[src/arithmetic_expression_tokenizer_top_macros.svh]
// assertion macros for the expression tokenizer
// used by arithmetic_expression_tokenizer_top; expects clk and rst_n in scope
`ifndef ARITHMETIC_EXPRESSION_TOKENIZER_TOP_MACROS_SVH
`define ARITHMETIC_EXPRESSION_TOKENIZER_TOP_MACROS_SVH
`ifndef NO_ASSERTIONS
`define AET_ASSERT_SAME(label, ante, cons) \
  label: assert property (@(posedge clk) disable iff (!rst_n) (ante) |-> (cons)) \
    else $error("assertion failed");
`define AET_ASSERT_NEXT(label, ante, cons) \
  label: assert property (@(posedge clk) disable iff (!rst_n) (ante) |=> (cons)) \
    else $error("assertion failed");
`else
`define AET_ASSERT_SAME(label, ante, cons)
`define AET_ASSERT_NEXT(label, ante, cons)
`endif
`endif

[src/aet_pkg.sv]
// shared types and constants of the expression tokenizer
// no dependencies
package aet_pkg;

  localparam int TOKEN_LIMIT_DEF = 256;
  localparam int LIT_W = 63;
  localparam logic [LIT_W-1:0] LIT_MAX = {LIT_W{1'b1}};

  localparam logic [2:0] TK_LITERAL  = 3'd0;
  localparam logic [2:0] TK_OPERATOR = 3'd1;
  localparam logic [2:0] TK_OPEN     = 3'd2;
  localparam logic [2:0] TK_CLOSE    = 3'd3;
  localparam logic [2:0] TK_UNKNOWN  = 3'd4;
  localparam logic [2:0] TK_END      = 3'd5;
  localparam logic [2:0] TK_ERROR    = 3'd6;

  localparam logic [2:0] OP_NONE = 3'd0;
  localparam logic [2:0] OP_ADD  = 3'd1;
  localparam logic [2:0] OP_SUB  = 3'd2;
  localparam logic [2:0] OP_MUL  = 3'd3;
  localparam logic [2:0] OP_DIV  = 3'd4;

  localparam logic [1:0] PREC_NONE     = 2'd0;
  localparam logic [1:0] PREC_ADDITIVE = 2'd1;
  localparam logic [1:0] PREC_PRODUCT  = 2'd2;
  localparam logic [1:0] PREC_GROUP    = 2'd3;

  localparam logic IN_CHAR = 1'b0;
  localparam logic IN_END  = 1'b1;

  localparam logic [7:0] CH_SPACE = 8'h20;
  localparam logic [7:0] CH_0     = 8'h30;
  localparam logic [7:0] CH_9     = 8'h39;
  localparam logic [7:0] CH_PLUS  = 8'h2B;
  localparam logic [7:0] CH_MINUS = 8'h2D;
  localparam logic [7:0] CH_STAR  = 8'h2A;
  localparam logic [7:0] CH_SLASH = 8'h2F;
  localparam logic [7:0] CH_OPEN  = 8'h28;
  localparam logic [7:0] CH_CLOSE = 8'h29;

  typedef struct packed {
    logic       kind;
    logic [7:0] char_code;
  } in_item_t;

  typedef struct packed {
    logic [2:0]       token_kind;
    logic [LIT_W-1:0] literal_value;
    logic [2:0]       operator_code;
    logic [1:0]       precedence;
    logic [7:0]       unknown_char;
    logic             last;
  } out_item_t;

  typedef struct packed {
    logic [LIT_W-1:0] acc;
    logic             in_num;
    logic             failed;
  } lex_state_t;

endpackage

[src/aet_step.sv]
// next-state and token logic for one character or end marker
// depends on aet_pkg
module aet_step #(
  parameter int TOKEN_LIMIT = aet_pkg::TOKEN_LIMIT_DEF
) (
  input  aet_pkg::in_item_t                item,
  input  aet_pkg::lex_state_t              st,
  input  logic [$clog2(TOKEN_LIMIT)-1:0]   tok_cnt,
  output aet_pkg::lex_state_t              st_nxt,
  output logic [$clog2(TOKEN_LIMIT)-1:0]   tok_cnt_nxt,
  output aet_pkg::out_item_t               res0,
  output aet_pkg::out_item_t               res1,
  output logic [1:0]                       n_res
);

  localparam int CntW = $clog2(TOKEN_LIMIT);
  localparam logic [CntW:0] CntLast = (CntW+1)'(TOKEN_LIMIT - 1);

  logic                        digit;
  logic [3:0]                  dval;
  logic [aet_pkg::LIT_W+3:0]   prod;
  logic [aet_pkg::LIT_W-1:0]   acc_step;
  logic [CntW:0]               cnt_eff;
  logic                        emit_lit;
  logic                        emit_tok;
  aet_pkg::out_item_t          lit_res;
  aet_pkg::out_item_t          tok_res;

  assign digit = item.char_code inside {[aet_pkg::CH_0:aet_pkg::CH_9]};
  assign dval  = 4'(item.char_code - aet_pkg::CH_0);

  // acc * 10 + d as two shifted adds, saturating
  assign prod = {1'b0, st.acc, 3'b000} + {3'b000, st.acc, 1'b0}
              + {(aet_pkg::LIT_W)'(0), dval};
  assign acc_step = (prod[aet_pkg::LIT_W+3:aet_pkg::LIT_W] != 4'd0) ? aet_pkg::LIT_MAX
                  : prod[aet_pkg::LIT_W-1:0];

  always_comb begin
    lit_res = '0;
    lit_res.token_kind    = aet_pkg::TK_LITERAL;
    lit_res.literal_value = st.acc;
  end

  always_comb begin
    st_nxt      = st;
    tok_cnt_nxt = tok_cnt;
    emit_lit    = 1'b0;
    emit_tok    = 1'b0;
    tok_res     = '0;
    cnt_eff     = {1'b0, tok_cnt};
    if (item.kind == aet_pkg::IN_END) begin
      if (!st.failed) begin
        emit_lit           = st.in_num;
        emit_tok           = 1'b1;
        tok_res.token_kind = aet_pkg::TK_END;
        tok_res.last       = 1'b1;
      end
      st_nxt      = '0;
      tok_cnt_nxt = '0;
    end else if (!st.failed) begin
      if (st.in_num && digit) begin
        st_nxt.acc = acc_step;
      end else begin
        emit_lit = st.in_num;
        cnt_eff  = {1'b0, tok_cnt} + (CntW+1)'(st.in_num);
        st_nxt.in_num = 1'b0;
        st_nxt.acc    = '0;
        tok_cnt_nxt   = cnt_eff[CntW-1:0];
        if (cnt_eff == CntLast) begin
          emit_tok           = 1'b1;
          tok_res.token_kind = aet_pkg::TK_ERROR;
          tok_res.last       = 1'b1;
          st_nxt.failed      = 1'b1;
        end else if (digit) begin
          st_nxt.in_num = 1'b1;
          st_nxt.acc    = (aet_pkg::LIT_W)'(dval);
        end else if (item.char_code != aet_pkg::CH_SPACE) begin
          emit_tok    = 1'b1;
          tok_cnt_nxt = CntW'(cnt_eff + (CntW+1)'(1));
          case (item.char_code)
            aet_pkg::CH_PLUS: begin
              tok_res.token_kind    = aet_pkg::TK_OPERATOR;
              tok_res.operator_code = aet_pkg::OP_ADD;
              tok_res.precedence    = aet_pkg::PREC_ADDITIVE;
            end
            aet_pkg::CH_MINUS: begin
              tok_res.token_kind    = aet_pkg::TK_OPERATOR;
              tok_res.operator_code = aet_pkg::OP_SUB;
              tok_res.precedence    = aet_pkg::PREC_ADDITIVE;
            end
            aet_pkg::CH_STAR: begin
              tok_res.token_kind    = aet_pkg::TK_OPERATOR;
              tok_res.operator_code = aet_pkg::OP_MUL;
              tok_res.precedence    = aet_pkg::PREC_PRODUCT;
            end
            aet_pkg::CH_SLASH: begin
              tok_res.token_kind    = aet_pkg::TK_OPERATOR;
              tok_res.operator_code = aet_pkg::OP_DIV;
              tok_res.precedence    = aet_pkg::PREC_PRODUCT;
            end
            aet_pkg::CH_OPEN: begin
              tok_res.token_kind = aet_pkg::TK_OPEN;
              tok_res.precedence = aet_pkg::PREC_GROUP;
            end
            aet_pkg::CH_CLOSE: begin
              tok_res.token_kind = aet_pkg::TK_CLOSE;
              tok_res.precedence = aet_pkg::PREC_GROUP;
            end
            default: begin
              tok_res.token_kind   = aet_pkg::TK_UNKNOWN;
              tok_res.unknown_char = item.char_code;
            end
          endcase
        end
      end
    end
  end

  // a pending literal always goes out ahead of the other token
  assign res0  = emit_lit ? lit_res : tok_res;
  assign res1  = tok_res;
  assign n_res = {1'b0, emit_lit} + {1'b0, emit_tok};

endmodule

[src/arithmetic_expression_tokenizer_top.sv]
// top level of the arithmetic expression tokenizer
// depends on aet_pkg, aet_step and arithmetic_expression_tokenizer_top_macros.svh
//
// Input channel (in_valid, in_stall, in_data): one expression character per
// item, or an end marker (kind set) that closes the expression.
// Output channel (out_valid, out_stall, out_data): token items; end and error
// tokens carry last. An item gives zero, one or two tokens.
// Each accepted item is decoded in the cycle it is taken; its tokens enter a
// three-entry result queue whose head drives out_data. When the queue is empty, the
// first token reaches the output in the cycle after the accept.
// Throughput: one item per cycle as long as the queue holds at most one token;
// in_stall rises when two or more tokens are waiting, so items that produce
// two tokens are limited by the output side to one token per cycle.
// A run of digits produces its literal only when the following non-digit or
// end marker arrives.
// Reset clears the lexer state, the token counter and the queue.
// When the receiver stalls, the head token holds and the queue fills; input
// is then stalled until the queue drains below two entries.
`include "arithmetic_expression_tokenizer_top_macros.svh"
module arithmetic_expression_tokenizer_top #(
  parameter int TOKEN_LIMIT = aet_pkg::TOKEN_LIMIT_DEF
) (
  input  logic               clk,
  input  logic               rst_n,
  input  logic               in_valid,
  output logic               in_stall,
  input  aet_pkg::in_item_t  in_data,
  output logic               out_valid,
  input  logic               out_stall,
  output aet_pkg::out_item_t out_data
);

  localparam int CntW = $clog2(TOKEN_LIMIT);
  localparam int QDepth = 3;

  aet_pkg::lex_state_t st_r, st_nxt;
  logic [CntW-1:0]     tok_cnt_r, tok_cnt_nxt;
  aet_pkg::out_item_t  res0, res1;
  logic [1:0]          n_res;

  aet_pkg::out_item_t  q_r [QDepth];
  aet_pkg::out_item_t  q_nxt [QDepth];
  logic [1:0]          qcnt_r, qcnt_nxt;
  logic [1:0]          base;
  logic                in_fire, out_fire;

  aet_step #(
    .TOKEN_LIMIT(TOKEN_LIMIT)
  ) u_step (
    .item       (in_data),
    .st         (st_r),
    .tok_cnt    (tok_cnt_r),
    .st_nxt     (st_nxt),
    .tok_cnt_nxt(tok_cnt_nxt),
    .res0       (res0),
    .res1       (res1),
    .n_res      (n_res)
  );

  assign in_stall  = (qcnt_r > 2'd1);
  assign in_fire   = in_valid && !in_stall;
  assign out_valid = (qcnt_r != 2'd0);
  assign out_fire  = out_valid && !out_stall;
  assign out_data  = q_r[0];

  assign base = qcnt_r - {1'b0, out_fire};

  always_comb begin
    for (int i = 0; i < QDepth; i++) begin
      if (out_fire && i < QDepth - 1) begin
        q_nxt[i] = q_r[i+1];
      end else begin
        q_nxt[i] = q_r[i];
      end
      if (in_fire && n_res != 2'd0 && 2'(i) == base) begin
        q_nxt[i] = res0;
      end
      if (in_fire && n_res == 2'd2 && 2'(i) == base + 2'd1) begin
        q_nxt[i] = res1;
      end
    end
    qcnt_nxt = base + (in_fire ? n_res : 2'd0);
  end

  always_ff @(posedge clk) begin
    if (!rst_n) begin
      st_r      <= '0;
      tok_cnt_r <= '0;
      qcnt_r    <= '0;
    end else begin
      qcnt_r <= qcnt_nxt;
      if (in_fire) begin
        st_r      <= st_nxt;
        tok_cnt_r <= tok_cnt_nxt;
      end
    end
  end

  always_ff @(posedge clk) begin
    for (int i = 0; i < QDepth; i++) begin
      q_r[i] <= q_nxt[i];
    end
  end

  `AET_ASSERT_SAME(a_cnt_bound, 1'b1, tok_cnt_r <= CntW'(TOKEN_LIMIT - 1))
  `AET_ASSERT_NEXT(a_end_clears, in_fire && in_data.kind == aet_pkg::IN_END, tok_cnt_r == '0 && !st_r.in_num && !st_r.failed)
  `AET_ASSERT_SAME(a_last_no_lit, out_valid && out_data.last, out_data.literal_value == '0)
  `AET_ASSERT_NEXT(a_drain_only, out_fire && !in_fire, qcnt_r == $past(qcnt_r) - 2'd1)

endmodule

[config.mk]
export PLATFORM = sky130hd
export DESIGN_NAME = arithmetic_expression_tokenizer_top
export DESIGN_NICKNAME = d
export VERILOG_FILES = /design/src/aet_pkg.sv /design/src/aet_step.sv /design/src/arithmetic_expression_tokenizer_top.sv
export VERILOG_INCLUDE_DIRS = /design/src /design/src/src
export SDC_FILE = /design/constraint.sdc
export NUM_CORES = 1
export LEC_CHECK = 0
export ABC_CLOCK_PERIOD_IN_PS = 5220
export BUFFER_PORTS_ARGS = -buffer_cell sky130_fd_sc_hd__buf_2
export CAP_MARGIN = 30
export CORE_MARGIN = 8
export CORE_UTILIZATION = 45
export DETAILED_ROUTE_END_ITERATION = 10
export GPL_ROUTABILITY_DRIVEN = 0
export PLACE_DENSITY = 0.71
export SKIP_LAST_GASP = 1
export SYNTH_ARGS = -nofsm -noshare
export SYNTH_HDL_FRONTEND = slang
export SYNTH_SLANG_ARGS = --single-unit
[constraint.sdc]
create_clock -name clk -period 5.22 [get_ports clk]
set_input_delay 0.261 -clock clk [delete_from_list [all_inputs] [get_ports clk]]
set_output_delay 0.261 -clock clk [all_outputs]
set_load 0.02 [all_outputs]
# Word-level counts from Yosys, hierarchy flattened
# Memory sizes are Yosys's and may differ from the RTL's.
# Cells that the tools add are included.
# W data, S select, Z words.
dict set report word_totals {
  reg_bits 75
  ramBits 240
  output_inout_bits 82
  n_memories 1
  in_bits 13
  word_cells 112
}
# memory words word_bits rd rd_clocked_by_memory_dff wr line
set mem_list {}
lappend mem_list {q_r 3 80 3 0 3 arithmetic_expression_tokenizer_top.sv:41} ;# aet_pkg::out_item_t q_r [QDepth];
dict set report classes {
  n_eq_ne 15
  n_reduce_logical 26
  n_lt_le_gt_ge 3
  add_sub_neg 9
  muxes 53
}
# operator count
set ops {}
lappend ops {{$mux W80} 9}
lappend ops {{$mux W65} 2}
lappend ops {{$mux W63} 2}
lappend ops {{$add A66 B64 Y67} 1}
lappend ops {{$add A67 B4 Y67} 1}
lappend ops {{$mux W64} 1}
lappend ops {{$mux W8} 7}
lappend ops {{$mux W13} 4}
lappend ops {{$eq A8 B6 Y1 const B} 6}
lappend ops {{$mux W14} 2}
lappend ops {{$mux W3} 7}
lappend ops {{$mux W1} 13}
lappend ops {{$logic_and A1 B1 Y1} 12}
lappend ops {{$pmux W3 S4} 1}
lappend ops {{$add A8 B1 Y9} 1}
lappend ops {{$eq A9 B8 Y1 const B} 1}
lappend ops {{$pmux W3 S3} 1}
lappend ops {{$add A8 B1 Y8 const B} 1}
lappend ops {{$ge A8 B6 Y1 const B} 1}
lappend ops {{$le A8 B6 Y1 const B} 1}
lappend ops {{$ne A8 B6 Y1 const B} 1}
lappend ops {{$pmux W2 S3} 1}
lappend ops {{$reduce_or A2 Y1} 3}
lappend ops {{$reduce_or A6 Y1} 1}
lappend ops {{other kinds (19)} 26}

# Longest topological paths before layout
# Gate-level depths: netlist of run 1.
dict set report depth {
  depth_word 13
  depth_mapped 22
  mapped_depth_nobuf 18
}

# Cells and area by module
# Synthesis of run 1 repeated with hierarchy kept, for this count alone.
dict set report hier_totals {
  hier_cells 2644
  area_unflattened_um2 23770.3
}
# module area_per_inst_um2 seq_area_each_um2 instances cells_per_inst
set by_module_without_submodules {}
lappend by_module_without_submodules {arithmetic_expression_tokenizer_top 16254.3 8708.4 1 1538}
lappend by_module_without_submodules {aet_step 7516.0 0.0 1 1106}

# Worst setup path after synthesis of run 1
# No wires, ideal clock.
dict set report synth_timing {
  path_type {register to register}
  start {register st_r[1] (netlist name)}
  end {memory q_r[0][157] in the netlist's numbering, enable pin}
  path_buffers 4
  arrival_ns 3.868
  required_ns 4.851
  period_less_slack_ns 4.237
  setup_slack_ns 0.983
  stages_incl_launch_ff 21
  setup_ns 0.369
  cell_sequence {dfxtp_1 ha_1 ha_1 clkbuf_1 xor2_1 nand2_1 a21o_1 nor2_1 nand2_1 nor2_1 nor2_1 a21oi_1 inv_1 ha_1 or3_1 and2_1 clkbuf_1 nor2b_1 clkbuf_1 clkbuf_1 inv_1}
}
# item line
set synth_rtl {}
lappend synth_rtl {{to (decl)} arithmetic_expression_tokenizer_top.sv:41}

==> results of run 1 <==
[layer usage]
| layer | up-vias | wire, um |
|---|---|---|
| li1 | 7916 | - |
| met5 | - | 12 |
| met1 | 7399 | 21500 |
| met3 | 84 | 3270 |
| met4 | 2 | 1090 |
| met2 | 566 | 20600 |
[cells in the mapped netlist, drive strengths merged, types with 3 or more instances]
cell and count:
a311oi 3, or2 4, buf 103, ha 132, a21o 28, xnor2 38, o21bai 7, a211oi 11
o31a 3, clkbuf 119, nor2b 21, xor2 23, a21boi 12, o211ai 6, nand2 421, o31ai 7
o22ai 4, and3 12, nand3 21, o21ai 321, a221o 4, nand4 27, a32oi 3, dfxtp 264
nor2 206, nand3b 3, and2 17, inv 27, nand2b 7, a22oi 7, o21a 12, a21oi 225
nor3b 4, nor4 8, or3 16, nor3 72, edfxtp 51, a31oi 18, a22o 28, and4 4
[worst paths after layout]
kind / start / endpoint / slack (ns) / cells past startpoint
worst max-delay path: st_r[1] / q_r[0][104] / 0.48 / 18
worst min-delay path: in_data[6] / q_r[0][7] / 0.1 / 2
worst max register to register: st_r[1] / q_r[0][104] / 0.48 / 18
worst min register to register: q_r[0][103] / q_r[0][103] / 0.44 / 2
[worst max-delay path, stage by stage (launching register included)]
cell     delay, ns
dfxtp_1       0.39
ha_1          0.26
ha_1          0.32
a22o_1        0.19
o22ai_1       0.07
a21oi_1       0.26
nor2_1        0.13
nand2_1       0.15
nor2_1        0.07
nor2_1        0.22
a21oi_1       0.14
inv_1         0.08
ha_1          0.21
or3_4         0.33
and2_1        0.66
nor2b_4       0.28
buf_4         0.59
nand2_1       0.14
o21ai_1       0.11
[kinds of logic (layout without fill, tap and decap cells)]
| family | count (synthesis) | after routing | synth area share (%) |
|---|---|---|---|
| mux | 1 | 1 | 0.0555 |
| compound gates | 714 | 714 | 22.5 |
| xor+xnor | 61 | 61 | 2.96 |
| flops | 315 | 315 | 37.8 |
| simple gates | 844 | 844 | 20.1 |
| buf+inv | 250 | 204 | 7.16 |
| fa+ha+maj | 135 | 135 | 9.43 |
[layout make-up]
class	instances	share of cell area [%]
Multi-Input combinational cell	1755	51.7
Clock inverter	11	0.478
Sequential cell	315	35.2
Tap cell	525	3.39
Timing Repair Buffer	118	3.49
Clock buffer	47	5.22
Inverter	28	0.542
[cells in the final DEF, fill, tap and decap left out, types with 38 or more instances in the layout]
master    Yosys  final
dfxtp_1     264    264
o21ai_1      47     46
xnor2_1      38     38
edfxtp_1     51     51
a21oi_1     225    224
buf_2        12     94
nor3_1       71     71
o21ai_0     274    273
ha_1        132    132
nor2_1      206    206
nand2_1     421    419
[sequential cells by signal (all words and copies together) (netlist names)]
register,flops
tok_cnt_r,8
st_r,65
q_r,240
qcnt_r,2
[per-stage QoR]
step | total power, mW | area (um2) | utilization [%] | worst slack, ns
finish | 6.40 | 19400 | 48.9 | 0.476
global route | 6.65 | 19400 | 48.9 | 0.104
CTS | 6.44 | 19400 | 48.9 | 0.589
detailed placement | 4.06 | 18300 | 46.1 | 0.608
global placement | 4.04 | 18300 | 46.1 | 0.819
floorplan | 3.73 | 18000 | - | 0.983
[power groups by stage]
stage	clock [mW]	combinational (mW)	sequential (mW)
finish	2.39	1.28	2.73
global route	2.53	1.37	2.74
CTS	2.43	1.27	2.73
detailed placement	0	1.27	2.79
global placement	0	1.26	2.78
floorplan	0	0.960	2.77
==> impl_metrics.yaml, run 1 <==
timing:
  grt_setup_unrepaired: "no"
  setup_viol_count_final: 0
  fin_tns_setup_ns: 0
  fmax_mhz: 211
  holdWs_ns: 0.0955
  hold_viol: 0
  worst_pin_slew_ns: 1.04
  period_share_pct: 90.9
  skew_ns: 0.0187
  maxSlewViolCount: 0
  slew-limit-headroom_pct: 30.2
  period_minus_slack_ns: 4.74
synthesis:
  ys_types: 64
  avgSynthCellArea_um2: 7.77
  syn_nets: 2467
  syn_inst: 2320
  yosysTopAreaCellShare_pct: 29.3
  yosys.area.top_type: "dfxtp_1"
  synth_area_um2: 18000
  async_flop_share_pct: 0
  ys_ff_latch: 315
  synth_seq_area_share_pct: 37.8
  synth_area_leaders: "dfxtp_1 (29%), ha_1 (9.2%), nand2_1 (8.8%)"
  yosys_warnings: 0
  synth_edf_count: 51
  synthFlopType: "dfxtp_1"
power_and_ir_drop:
  sw_frac_of_total_pct: 31.8
  intPower_mw: 4.36
  clockPowerShare_pct: 37.4
  seqPwrFrac_pct: 42.7
  p_sw_mw: 2.03
  leakagePower_nw: 7.73
  peakVddDrop_mv: 0.330
  power_density_nw_per_um2: 330
  combPwrFrac_pct: 19.9
grt:
  busiest_layer: "met2"
  met2_usage_pct: 30.3
  antenna_found_initial: 1
  grt_usage_pct: 19.0
  grt_pass1_vias: 14900
  met1_usage_pct: 26.1
  grt_pass1_wl_um: 75800
  grt_max_degree: 129
  globalRouteOverflowTotal: 0
  use_met3_pct: 3.05
detailed_routing:
  via_count: 16000
  antenna_left: 0
  routed_wl_um: 46500
  route.detailed.drc: 0
  first_pass_iters: 5
  wire_per_inst_um: 16.6
  viasPerCell: 5.70
  drtIter0Drc: 1444
clock_network:
  hold_buffers: 0
  path_clk_slew_ns: 0.06
  clockBufferDepth: 3
  cts_tree: "built"
  clock-root-buffer: "clkbuf_16"
  clock_sinks: 315
  ctsResizeCount: 0
  htree_levels: 2
  cts_buffers: 34
  insertion_delay_ns: 0.52
  cts_setup_buffers: 0
run_status:
  status: "finished, final reports clean"
layout:
  layout.cells.non_filler: 2799
  insertedDiodeCount: 0
  final_nets: 2399
  nFillCells: 3786
  multi_input_area_um2: 10000
  register_area_um2: 6820
  area_growth_pct: 7.44
  drive_gt1_share_pct: 8.31
die:
  rows: 73
  die_h_um: 216
  core_um2: 39600
  dieArea_um2: 46700
  ioPinCount: 95
  fp.dieW_um: 216
  start_util_pct: 45.5
critical_path:
  crit_required_ns: 5.66
  crit_fanout: 63
  crit_type: "flip-flop to flip-flop"
  startpoint_type: "flip-flop"
  cp.arrival_ns: 5.18
  cp-end-kind: "flip-flop"
placement:
  dp.cells: 2740
  port_buffers: 94
  dp_hpwl_um: 33100
run:
  cap_violations: 0
worst_hold_path:
  hp-class: "input pin to flip-flop"
Note: power is estimated with default switching activity, not from simulation.
==> inputs of run 2 (changes only) <==
--- a/config.mk
+++ b/config.mk
@@ -6,6 +6,7 @@
 export SDC_FILE = /design/constraint.sdc
 export NUM_CORES = 1
 export LEC_CHECK = 0
+export ABC_AREA = 1
 export ABC_CLOCK_PERIOD_IN_PS = 5220
 export BUFFER_PORTS_ARGS = -buffer_cell sky130_fd_sc_hd__buf_2
 export CAP_MARGIN = 30
@@ -13,7 +14,7 @@
 export CORE_UTILIZATION = 45
 export DETAILED_ROUTE_END_ITERATION = 10
 export GPL_ROUTABILITY_DRIVEN = 0
-export PLACE_DENSITY = 0.71
+export PLACE_DENSITY = 0.7
 export SKIP_LAST_GASP = 1
 export SYNTH_ARGS = -nofsm -noshare
 export SYNTH_HDL_FRONTEND = slang
==> impl_metrics.yaml, run 2 <==
power_and_ir_drop:
  leakagePower_nw: 10.8
  peakVddDrop_mv: 0.386
  power_density_nw_per_um2: 385
  seqPwrFrac_pct: 40.2
  intPower_mw: 5.48
  clockPowerShare_pct: 24.5
  p_sw_mw: 3.33
  combPwrFrac_pct: 35.3
  sw_frac_of_total_pct: 37.8
  power_mw: 8.81
die:
  fp.dieW_um: 235
  start_util_pct: 45.5
  die_h_um: 235
  ioPinCount: 95
  rows: 80
  core_um2: 47600
  dieArea_um2: 55400
critical_path:
  startpoint_type: "flip-flop"
  cpLargestDelayFamily: "simple AND/OR/NAND/NOR gates"
  crit_required_ns: 5.63
  crit_buf_inv: 5
  max_stage_delay_ns: 0.48
  cp-end-kind: "flip-flop"
  crit_fanout: 129
  critical_path.cell_chain: "ha_1, nand2_1, nor2_1, nand3_1, nand3b_1, xor2_1, nor2_2, nand2_2, inv_1, nand2_1, a31oi_1, inv_1, ha_1, nor2_1, inv_2, nor3_2, buf_12, a21oi_1, buf_4, o21ai_0"
  cp.arrival_ns: 4.71
  crit_slowest_cell: "buf_12"
  crit_type: "flip-flop to flip-flop"
layout:
  top_register: "q_r"
  largest_reg_flops: 240
  nFillCells: 4769
  drive_gt1_share_pct: 15.1
  largestRegisters: "q_r (240), st_r (65), tok_cnt_r (8)"
  register_area_um2: 6820
  layout.cells.non_filler: 3661
  layout_commonest_cell: "nand2_1"
  final_cell_mix: "nand2_1 (964), inv_1 (324), dfxtp_1 (264)"
  area_growth_pct: 5.51
  insertedDiodeCount: 0
  final_nets: 3168
  multi_input_area_um2: 12200
grt:
  globalRouteOverflowTotal: 0
  grt_pass1_wl_um: 92800
  grt_max_degree: 159
  antenna_found_initial: 0
  grt_usage_pct: 19.7
  grt_pass1_vias: 18000
worst_hold_path:
  hp-class: "input pin to flip-flop"
timing:
  grt_setup_unrepaired: "no"
  holdWs_ns: 0.103
  fin_tns_setup_ns: 0
  hold_viol: 0
  maxSlewViolCount: 0
  period_share_pct: 82.3
  period_minus_slack_ns: 4.29
  slew-limit-headroom_pct: 41.1
  worst_pin_slew_ns: 0.883
  fmax_mhz: 233
  setup_viol_count_final: 0
  skew_ns: 0.0190
run:
  cap_violations: 0
synthesis:
  synth_area_um2: 21700
  yosys_warnings: 0
  async_flop_share_pct: 0
  yosys.area.top_type: "dfxtp_1"
  avgSynthCellArea_um2: 7.03
  synth_area_leaders: "dfxtp_1 (24%), nand2_1 (17%), ha_1 (7.6%)"
  yosys.cell_count.top_type: "nand2_1"
  ys_types: 49
  synth_edf_count: 51
  synth_seq_area_share_pct: 31.5
  synthFlopType: "dfxtp_1"
  synth_common_cells: "nand2_1 (964), inv_1 (325), dfxtp_1 (264), a21oi_1 (200), nor2_1 (178)"
  syn_nets: 3231
  yosysTopAreaCellShare_pct: 24.4
  syn_inst: 3084
  ys_ff_latch: 315
detailed_routing:
  route.detailed.drc: 0
  routed_wl_um: 56900
  via_count: 19500
  antenna_left: 0
  first_pass_iters: 6
  drtIter0Drc: 1575
  viasPerCell: 5.32
  wire_per_inst_um: 15.5
placement:
  port_buffers: 94
  dp.cells: 3601
  dp_hpwl_um: 41400
run_status:
  status: "finished, final reports clean"
clock_network:
  clock_sinks: 315
  htree_levels: 1
  cts_setup_buffers: 0
  insertion_delay_ns: 0.58
  clockBufferDepth: 3
  clock-root-buffer: "clkbuf_16"
  cts_tree: "built"
  path_clk_slew_ns: 0.07
  cts_buffers: 31
run 2: changes by cell type in the layout (fill, tap and decap cells not counted), moves of 67 or more:
cell / before / now
inv_1: 27 / 324
o21ai_0: 273 / 35
o211ai_1: 6 / 129
a21oi_2: 0 / 67
nand2_2: 1 / 78
nand2_1: 419 / 964
run 2: timing repair:
| item | CTS | global route |
|---|---|---|
| hold endpoints to repair | 3 | 0 |
| hold buffers | 2 | 0 |
| gates resized for setup | 0 | 0 |
run 2: power by group through the flow:
stage	registers, mW	logic (mW)	clock network [mW]
6_report	3.54	3.11	2.16
5_1_grt	3.60	3.44	2.29
4_1_cts	3.53	3.13	2.20
3_5_place_dp	3.58	3.12	0
3_3_place_gp	3.57	3.07	0
2_1_floorplan	3.51	2.66	0
run 2: logic make-up after synthesis:
family,after synthesis,synth area share (%)
simple gates,1464,30.3
buf+inv,581,12.6
compound gates,544,16.0
flops,315,31.5
fa+ha+maj,134,7.81
xor+xnor,45,1.82
mux,1,0.0462
run 2: tightest hold or removal path: stages:
cell and delay [ns]:
buf_2 0.10, nand2_1 0.10, nor2_1 0.09
run 2: cell type report:
cell class                      count  share of cell area, %
Sequential cell                   315                   29.8
Clock inverter                     11                  0.427
Timing Repair Buffer              118                   3.25
Clock buffer                       47                   3.80
Multi-Input combinational cell   2188                   53.3
Tap cell                          615                   3.37
Inverter                          367                   6.03
run 2: routing by layer:
metal | vias up | part of all wire (%) | track usage, %
li1 | 9840 | - | -
met1 | 8992 | 46 | 26.5
met2 | 554 | 45 | 32.4
met3 | 90 | 6.2 | 2.84
met4 | 0 | 2.6 | 5.95
met5 | - | 0 | 0
run 2: per-stage QoR:
stage | area [um2] | worst slack [ns] | utilization [%]
global placement | 21900 | 1.12 | 45.9
CTS | 22900 | 0.988 | 48.0
finish | 22900 | 0.926 | 48.0
floorplan | 21700 | 1.50 | -
global route | 22900 | 0.411 | 48.0
detailed placement | 21900 | 1.02 | 45.9
run 2: final timing paths:
check	startpoint	end	slack, ns	cells past startpoint
worst min-delay path	in_data[6]	q_r[0][167]	0.10	3
worst min register to register	q_r[0][59]	q_r[0][59]	0.46	2
worst max-delay path	st_r[1]	q_r[0][84]	0.93	20
worst max register to register	st_r[1]	q_r[0][84]	0.93	20
